===== src/sv/ifa_pkg.sv =====
// Package for the interleaved frame averager: constants and shared types.
`timescale 1ns / 1ps
package ifa_pkg;
  localparam int DEF_MAX_SLOTS        = 8;
  localparam int DEF_MAX_FRAME_PIXELS = 4096;
  localparam int PIX_W  = 16;
  localparam int PASS_W = 16;
  localparam int SLOT_W = 3;
  localparam int BS_W   = 4;
  localparam int FP_W   = 13;
  localparam int CFG_W  = 13;
  localparam logic [PASS_W-1:0] PASS_MAX = '1;

  typedef enum logic {
    REG_BLOCK_SIZE   = 1'b0,
    REG_FRAME_PIXELS = 1'b1
  } cfg_reg_t;

  typedef enum logic [1:0] {
    ST_IDLE,
    ST_READ,
    ST_DIV,
    ST_OUT
  } state_t;

  // Request to the divider: numerator and divisor.
  typedef struct packed {
    logic [PIX_W+PASS_W-1:0] num;
    logic [PASS_W:0]         den;
  } div_req_t;
endpackage


===== src/sv/ifa_div.sv =====
// Restoring divider, one quotient bit per cycle.
`timescale 1ns / 1ps
module ifa_div
  import ifa_pkg::*;
(
  input  logic              clk,
  input  logic              rst,
  input  logic              start,
  input  div_req_t          req,
  output logic              done,
  output logic [PIX_W-1:0]  quot
);
  localparam int NW = PIX_W + PASS_W;
  localparam int CW = $clog2(NW + 1);

  logic [NW-1:0]   num;
  logic [PASS_W:0] den;
  logic [PASS_W+1:0] rem;
  logic [NW-1:0]   q;
  logic [CW-1:0]   cnt;
  logic            busy;
  logic [PASS_W+1:0] trial;
  logic [PASS_W+1:0] diff;

  assign trial = {rem[PASS_W:0], num[NW-1]};
  assign diff  = trial - {1'b0, den};

  always_ff @(posedge clk) begin
    if (rst) begin
      busy <= 1'b0;
      done <= 1'b0;
    end else begin
      done <= 1'b0;
      if (start) begin
        busy <= 1'b1;
        cnt  <= CW'(NW);
      end else if (busy) begin
        cnt <= cnt - 1'b1;
        if (cnt == CW'(1)) begin
          busy <= 1'b0;
          done <= 1'b1;
        end
      end
    end
  end

  always_ff @(posedge clk) begin
    if (start) begin
      num <= req.num;
      den <= req.den;
      rem <= '0;
      q   <= '0;
    end else if (busy) begin
      num <= {num[NW-2:0], 1'b0};
      if (!diff[PASS_W+1]) begin
        rem <= diff;
        q   <= {q[NW-2:0], 1'b1};
      end else begin
        rem <= trial;
        q   <= {q[NW-2:0], 1'b0};
      end
    end
  end

  // mean never exceeds the largest pixel
  assign quot = q[PIX_W-1:0];

  assert property (@(posedge clk) disable iff (rst) start |=> busy);
  assert property (@(posedge clk) disable iff (rst) done |-> !busy);
endmodule


===== config.mk =====
export PLATFORM = sky130hd
export DESIGN_NAME = ifa_div
export DESIGN_NICKNAME = d
export VERILOG_FILES = /design/src/sv/ifa_pkg.sv /design/src/sv/ifa_div.sv
export SDC_FILE = /design/constraint.sdc
export NUM_CORES = 1
export LEC_CHECK = 0
export ABC_CLOCK_PERIOD_IN_PS = 5300
export BUFFER_PORTS_ARGS = -buffer_cell sky130_fd_sc_hd__buf_2
export CORE_MARGIN = 2
export CORE_UTILIZATION = 61
export DETAILED_ROUTE_END_ITERATION = 10
export PLACE_DENSITY_LB_ADDON = 0.3
export SYNTH_ARGS = -nofsm -noshare
export SYNTH_HDL_FRONTEND = slang
export SYNTH_SLANG_ARGS = --single-unit

===== constraint.sdc =====
create_clock -name clk -period 5.3 [get_ports clk]
set_clock_uncertainty 0.05 [all_clocks]
set_input_delay 1.06 -clock clk [delete_from_list [all_inputs] [get_ports clk]]
set_output_delay 1.06 -clock clk [all_outputs]
set_load 0.01 [all_outputs]

Yosys cells after proc, flatten, opt, wreduce, memory -nomap -nowiden. Cells that the tools add are included.

Shift operators: 0. Multiply operators: 0. $lt $le $gt $ge: 0. $add $sub $neg: 2. Reduce and logical (&&, ||, !) cells: 3. Div/mod/pow operators: 0. Muxes and demuxes: 9. Bitwise logic cells: 2. Eq/ne operators: 1.

Operators by type and width (number): $mux 32 (2); $sub 18x17->18 (1); $mux 17 (1); $eq 6x1->1 const B (1); $mux 6 (1); $sub 6x1->6 const B (1); $mux 1 (5); $reduce_or 3->1 (1); $not 1->1 (2); $reduce_and 2->1 (1); $reduce_bool 2->1 (1).

Memory bits (writable): 0. Memory bits (read-only): 0. Memories kept: 0. Input port bits: 52. Logic and storage cells: 24. Output and inout bits: 17. Register bits after elaboration: 90. Latch bits: 0.

Logic depth before layout (Yosys ltp). Gate-level depths: netlist (run 1).

Depth after elaboration: 4. Depth in mapped cells: 11. Gate-level depth less buffers: 10.

Least setup slack after synthesis (run 1). Ideal clock, no wire load.

Path kind: input -> register. Start: input port start. End: register num[0] (enable). Path slack: 2640 ps. Setup time: 387 ps. Stages: 3. Arrival: 2223 ps. Buffers on the path: 1. Path through: clkbuf_1 > nor2_1 > inv_1.

Word-level cells in the longest chain between the ends: 1.

RTL lines: start, declared (RTL line ifa_div.sv:8) `input logic start,`; $reduce_bool 2->1 (no source line); end signal, assigned (RTL line ifa_div.sv:49) `num <= req.num;`; end signal, assigned (RTL line ifa_div.sv:54) `num <= {num[NW-2:0], 1'b0};`; end, declared (RTL line ifa_div.sv:16) `logic [NW-1:0] num;`.

Every way passes these cells. A chain may end at the register's enable or synchronous reset.

Final worst setup path (run 1).
Start: register num[31]. End: register rem[16].

Word-level cells in the longest chain between the ends: 2.

RTL lines: $sub 18x17->18 (RTL line ifa_div.sv:26) `assign diff = trial - {1'b0, den};`; $mux 17 (RTL line ifa_div.sv:55) `if (!diff[PASS_W+1]) begin`; end signal, assigned (RTL line ifa_div.sv:56) `rem <= diff;`; end signal, assigned (RTL line ifa_div.sv:59) `rem <= trial;`; end, declared (RTL line ifa_div.sv:18) `logic [PASS_W+1:0] rem;`.

Every way passes these cells.

==> flow_metrics.tcl, run 1 <==
set metrics [dict create \
    gp_congestion 0.851 \
    cts_buffers 9 \
    cp.arrival_ns 3.01 \
    ys_seq_elements 90 \
    holdPathStages 2 \
    layout-drive-gt1-share_pct 26.5 \
    instances_no_fill 567 \
    finalHoldViolCount 0 \
    hold_path.class "flip-flop to flip-flop" \
    critPathKind "flip-flop to flip-flop" \
    multiInputGateArea_um2 2010 \
    cts_tree "done" \
    areaGrowthSynthToFinish_pct 13.2 \
    syn_area_um2 4530 \
    post_cts_resized 0 \
    routed_wl_um 8660 \
    worstSetupStartpoint "num[31]" \
    powerDensity_nw_per_um2 295 \
    gr-total-overflow 0 \
    synth_top_area_share_pct 36.4 \
    ctsHtreeMaxLevel 3 \
    ys.flop_type "edfxtp_1" \
    reg2regPathDepth 10 \
    finalSetupViolCount 0 \
    maxSlewHeadroom_pct 23.1 \
    design_area_um2 5130 \
    ys_types 54 \
    p_clk_share_pct 29.4 \
    cts_max_path_buffers 2 \
    root_buffer "clkbuf_8" \
    die_w_um 90.2 \
    cap_violations 0 \
    crit_path_max_incr_delay_ns 0.42 \
    intPower_uw 1090 \
    rsz0062_at_grt "no" \
    crit_fanout 5 \
    post_cts_buffers 0 \
    power_frac_seq_pct 54.2 \
    tightest_slew_ns 1.15 \
    wire_per_inst_um 15.3 \
    grt_max_degree 84 \
    grt_use_total_pct 22.0 \
    p_leak_uw 0.00216 \
    register_area_um2 2350 \
    initial_utilization_pct 62.9 \
    coreArea_um2 7210 \
    max_freq_mhz 360 \
    drt_first_pass_iters 5 \
    r2r-end "rem[16]" \
    period_minus_slack_ns 2.78 \
    async_flop_share_pct 0 \
    peakVddDrop_uv 218 \
    synth_edf_count 55 \
    viasPerCell 5.63 \
    synthTopCellsByArea "edfxtp_1 (36%), dfxtp_1 (15%), mux2_2 (7.7%)" \
    start_kind "flip-flop" \
    syn-num-nets 470 \
    ys_seq_area_share_pct 51.9 \
    dpl.hpwl_um 6090 \
    tns_ns 0 \
    synth_area_per_cell_um2 11.4 \
    fin_crit_sh_pct 52.4 \
    power_switching_uw 420 \
    fin_nets 535 \
    holdPathEnd "rem[14]" \
    drt_drc_violations_left 0 \
    cts.sinks 90 \
    final_cell_mix "buf_2 (68), edfxtp_1 (55), nor2_1 (44)" \
    grt_pass1_vias 3111 \
    end_kind "flip-flop" \
    synth_top_area_cell "edfxtp_1" \
    dr_total_vias 3192 \
    drv_slew 0 \
    antenna_cells 0 \
    dieArea_um2 8140 \
    r2r_start "num[31]" \
    grt_pass1_wl_um 14500 \
    combPwrFrac_pct 16.4 \
    io_buffers 68 \
    hp-start "rem[13]" \
    ios 69 \
    ant_nets 0 \
    fp.dieH_um 90.2 \
    status "completed" \
    ff2ff_setup_slack_ns 2.52 \
    yosys_warnings 0 \
    cp.required_ns 5.54 \
    antenna_found_initial 0 \
    placedCellCount 551 \
    final_common_cell "buf_2" \
    switching_share_pct 27.8 \
    worstSkewPairLatency_ns 0.36 \
    cp_slowest_cell "a2111o_1" \
    drtIter0Drc 188 \
    clk_pin_slew_ns 0.10 \
    num_rows 31 \
    worstPathCellList "inv_1 > ha_1 > fa_1 > nand2b_1 > a21oi_1 > o311ai_2 > o211ai_1 > nor4_1 > a2111o_1 > o21ai_0" \
    fillers 555 \
    cts_hold_buf 0 \
    detailed_place.area_um2 4940 \
    synthCells 398 \
]
[cells in the mapped netlist, types with 8 or more instances]
library cell and n:
o21ai_0 11, a21oi_1 15, edfxtp_1 55, nand2_1 20
dfxtp_1 35, nand2b_1 8, mux2_2 31, ha_1 19
mux2i_1 21, xnor2_1 11, clkbuf_1 8, nor2_1 44
inv_1 27
[per-layer routing]
metal | global-route usage (%) | vias to the layer above | wire length [um]
met1 | 29.6 | 1532 | 3880
met5 | 0 | - | 0
met4 | 5.77 | 0 | 98
met3 | 5.78 | 9 | 483
li1 | - | 1574 | -
met2 | 35.8 | 77 | 4190
[area by class of cell]
| cell class | instances | area share, % |
|---|---|---|
| Sequential cell | 90 | 45.8 |
| Multi-Input combinational cell | 265 | 39.1 |
| Timing Repair Buffer | 70 | 6.93 |
| Clock buffer | 9 | 2.41 |
| Tap cell | 99 | 2.41 |
| Inverter | 27 | 1.98 |
| Clock inverter | 7 | 1.29 |
[through the flow]
stage | worst slack (ns) | utilization [%] | total power [uW] | hold WS [ns]
floorplan | 2.64 | - | 1020 | 0.401
global placement | 2.40 | 68.5 | 1070 | 0.426
detailed placement | 2.27 | 68.5 | 1080 | 0.436
CTS | 2.53 | 71.1 | 1530 | 0.433
global route | 2.38 | 71.1 | 1590 | 0.451
finish | 2.52 | 71.1 | 1510 | 0.431
[registers in the layout (all words and copies together), names as in the netlist]
signal and cells:
busy 1, cnt 6, den 17, done 1, num 32, q 16
rem 17
[critical path, delay by kind of cell (launching register included)]
kind / cells / cell delay (ns)
DFF: 1 / 0.38
and+or+nand+nor: 2 / 0.26
adders and majority gates: 2 / 0.63
AOI/OAI and AO/OA: 5 / 1.33
buffers and inverters: 1 / 0.05
[power groups by stage]
stage	Clock, uW	Combinational, uW	Sequential (uW)
floorplan	0	191	828
global route	487	276	826
finish	446	248	820
detailed placement	0	247	836
global placement	0	237	835
CTS	458	248	821
[cells by family after synthesis]
group	synth area share [%]
flops	51.9
compound gates	12.6
simple gates	10.8
xor+xnor	2.90
mux	12.3
fa+ha+maj	5.68
buf+inv	3.84
[how the worst max path moves through the flow]
stage                     slack [ns]      end
after floorplan                 2.64   num[0]
after CTS                       2.53  rem[16]
after global placement          2.40  num[27]
final                           2.52  rem[16]
after global routing            2.38  rem[15]
after detailed placement        2.27  num[24]
Power figures use the tool's default switching activity.
==> inputs of run 2 (changes only) <==
Settings changed: ABC_CLOCK_PERIOD_IN_PS 5300 to 2350, CORE_UTILIZATION 61 to 51.
Clock period 5.3 ns to 2.35 ns, I/O delays scaled along.
==> run 2 against run 1 <==
Net effect: sequential share of layout area is 4.1 points lower; design area increased by 9.8%; fmax rose by 17%; final cell count increased by 8.3%; register-to-register slack worse by 2.6 ns; first-iteration DRC count fell by 45%; worst setup slack got worse by 2.6 ns; wire length up 5.6%; via count increased by 3.1%; combinational power rose to 2.8 times the previous value; the flow now finishes with violations (setup timing); die area up 19%; highest routed layer unchanged; largest power group unchanged; total power up 140%.
==> flow_metrics.tcl, run 2 (synthesized netlist as in run 1, its figures left out) <==
set metrics [dict create \
    top_register "num" \
    failed_checks "setup timing" \
    design_area_um2 5630 \
    switching_share_pct 27.6 \
    cp.required_ns 2.60 \
    rsz0062_at_grt "yes" \
    fillers 711 \
    ios 69 \
    crit_fanout 7 \
    final_common_cell "buf_2" \
    areaGrowthSynthToFinish_pct 24.2 \
    intPower_uw 2670 \
    initial_utilization_pct 52.2 \
    end_kind "flip-flop" \
    fin_nets 573 \
    fin_crit_sh_pct 101 \
    start_kind "flip-flop" \
    maxSlewHeadroom_pct 55.0 \
    drt_drc_violations_left 0 \
    status "finished with violations" \
    cts_hold_buf 0 \
    gp_congestion 0.912 \
    detailed_place.area_um2 5190 \
    num_rows 34 \
    layout_setup_ws_ns -0.0296 \
    cts_max_path_buffers 2 \
    cp_slowest_cell "edfxtp_1" \
    dr_total_vias 3292 \
    period_minus_slack_ns 2.38 \
    ant_nets 0 \
    tightest_slew_ns 0.673 \
    drtIter0Drc 104 \
    finalHoldViolCount 0 \
    layout-drive-gt1-share_pct 35.8 \
    powerDensity_nw_per_um2 654 \
    clk_pin_slew_ns 0.10 \
    grt_use_total_pct 19.1 \
    finalSetupViolCount 3 \
    grt_pass1_vias 3322 \
    instances_no_fill 614 \
    fp.dieH_um 98.3 \
    crit_path_max_incr_delay_ns 0.41 \
    cp.arrival_ns 2.63 \
    critPathKind "flip-flop to flip-flop" \
    antenna_found_initial 0 \
    cts_buffers 9 \
    worstPathCellList "inv_2 > ha_4 > a21o_1 > a31o_1 > nor2b_4 > a211oi_4 > nand3_4 > buf_12 > a311oi_2 > o21a_1" \
    power_switching_uw 1020 \
    hold_path.class "primary input to flip-flop" \
    peakVddDrop_uv 550 \
    drv_slew 0 \
    cts.sinks 90 \
    routed_wl_um 9140 \
    cts_tree "done" \
    worstSkewPairLatency_ns 0.35 \
    max_freq_mhz 420 \
    gr-total-overflow 0 \
    grt_pass1_wl_um 15100 \
    p_leak_uw 0.00238 \
    antenna_cells 0 \
    placedCellCount 587 \
    ctsHtreeMaxLevel 3 \
    coreArea_um2 8680 \
    final_cell_mix "buf_2 (68), edfxtp_1 (55), nor2_1 (44)" \
    root_buffer "clkbuf_8" \
    dieArea_um2 9660 \
    drt_first_pass_iters 4 \
    power_frac_seq_pct 50.2 \
    wire_per_inst_um 14.9 \
    cap_violations 0 \
    grt_max_degree 39 \
    io_buffers 68 \
    largest_reg_flops 32 \
    dpl.hpwl_um 6540 \
    viasPerCell 5.36 \
    place_ws_ns -0.169 \
    combPwrFrac_pct 19.0 \
    die_w_um 98.3 \
    top_regs "num x32, den x17, rem x17" \
    p_clk_share_pct 30.9 \
]
run 2: worst paths after layout:
path / from / to / slack (ns) / cells after the start
min reg2reg: q[0] / q[0] / 0.44 / 2
max: den[10] / rem[11] / -0.03 / 10
max reg2reg: den[10] / rem[11] / -0.03 / 10
min: req[1] / den[1] / 0.24 / 1
run 2: area by class of cell:
| class | count | area, um2 | share of cell area, % |
|---|---|---|---|
| multi-input combinational | 265 | 2140 | 38.0 |
| clock buffer | 9 | 124 | 2.20 |
| inverter | 27 | 101 | 1.80 |
| timing repair buffer | 108 | 686 | 12.2 |
| sequential | 90 | 2350 | 41.8 |
| tap | 108 | 135 | 2.40 |
| clock inverter | 7 | 95.1 | 1.69 |
run 2: per-stage QoR:
stage	hold slack, ns	power, uW	util, %	TNS [ns]
6_report	0.241	3680	64.9	-0.0568
3_5_place_dp	0.429	2510	59.8	-0.435
4_1_cts	0.224	3670	63.4	-0.170
2_1_floorplan	0.401	2300	-	0
5_1_grt	0.219	3850	64.9	-1.13
3_3_place_gp	0.420	2490	59.8	-0.0561
run 2: critical path, delay by kind of cell, from the launching register on:
family | cells | cell delay (ns)
AOI/OAI and AO/OA | 5 | 1.07
buffers and inverters | 2 | 0.26
adders and majority gates | 1 | 0.19
DFF | 1 | 0.41
and+or+nand+nor | 2 | 0.35
run 2: power by group through the flow:
stage	sequential, uW	combinational, uW	clock, uW
2_1_floorplan	1870	430	0
3_5_place_dp	1880	627	0
5_1_grt	1860	766	1220
6_report	1850	699	1140
4_1_cts	1850	655	1160
3_3_place_gp	1880	611	0
run 2: layer usage:
metal  routed length (um)  part of all wire, %  GRT usage, %  vias up
li1                     -                    -             -     1653
met1                 4030                   44          24.1     1544
met2                 4510                   49          31.9       85
met3                  509                  5.6          5.30       10
met4                   89                 0.97          6.22        0
met5                    0                    0             0        -
run 2: repair_timing:
| item | in CTS | in global routing |
|---|---|---|
| buffers inserted | 6 | 5 |
| endpoints found under the hold margin | 0 | 0 |
| gates resized for setup | 9 | 18 |
| endpoints found under the setup margin | 12 | 18 |
| pin swaps | 14 | 18 |
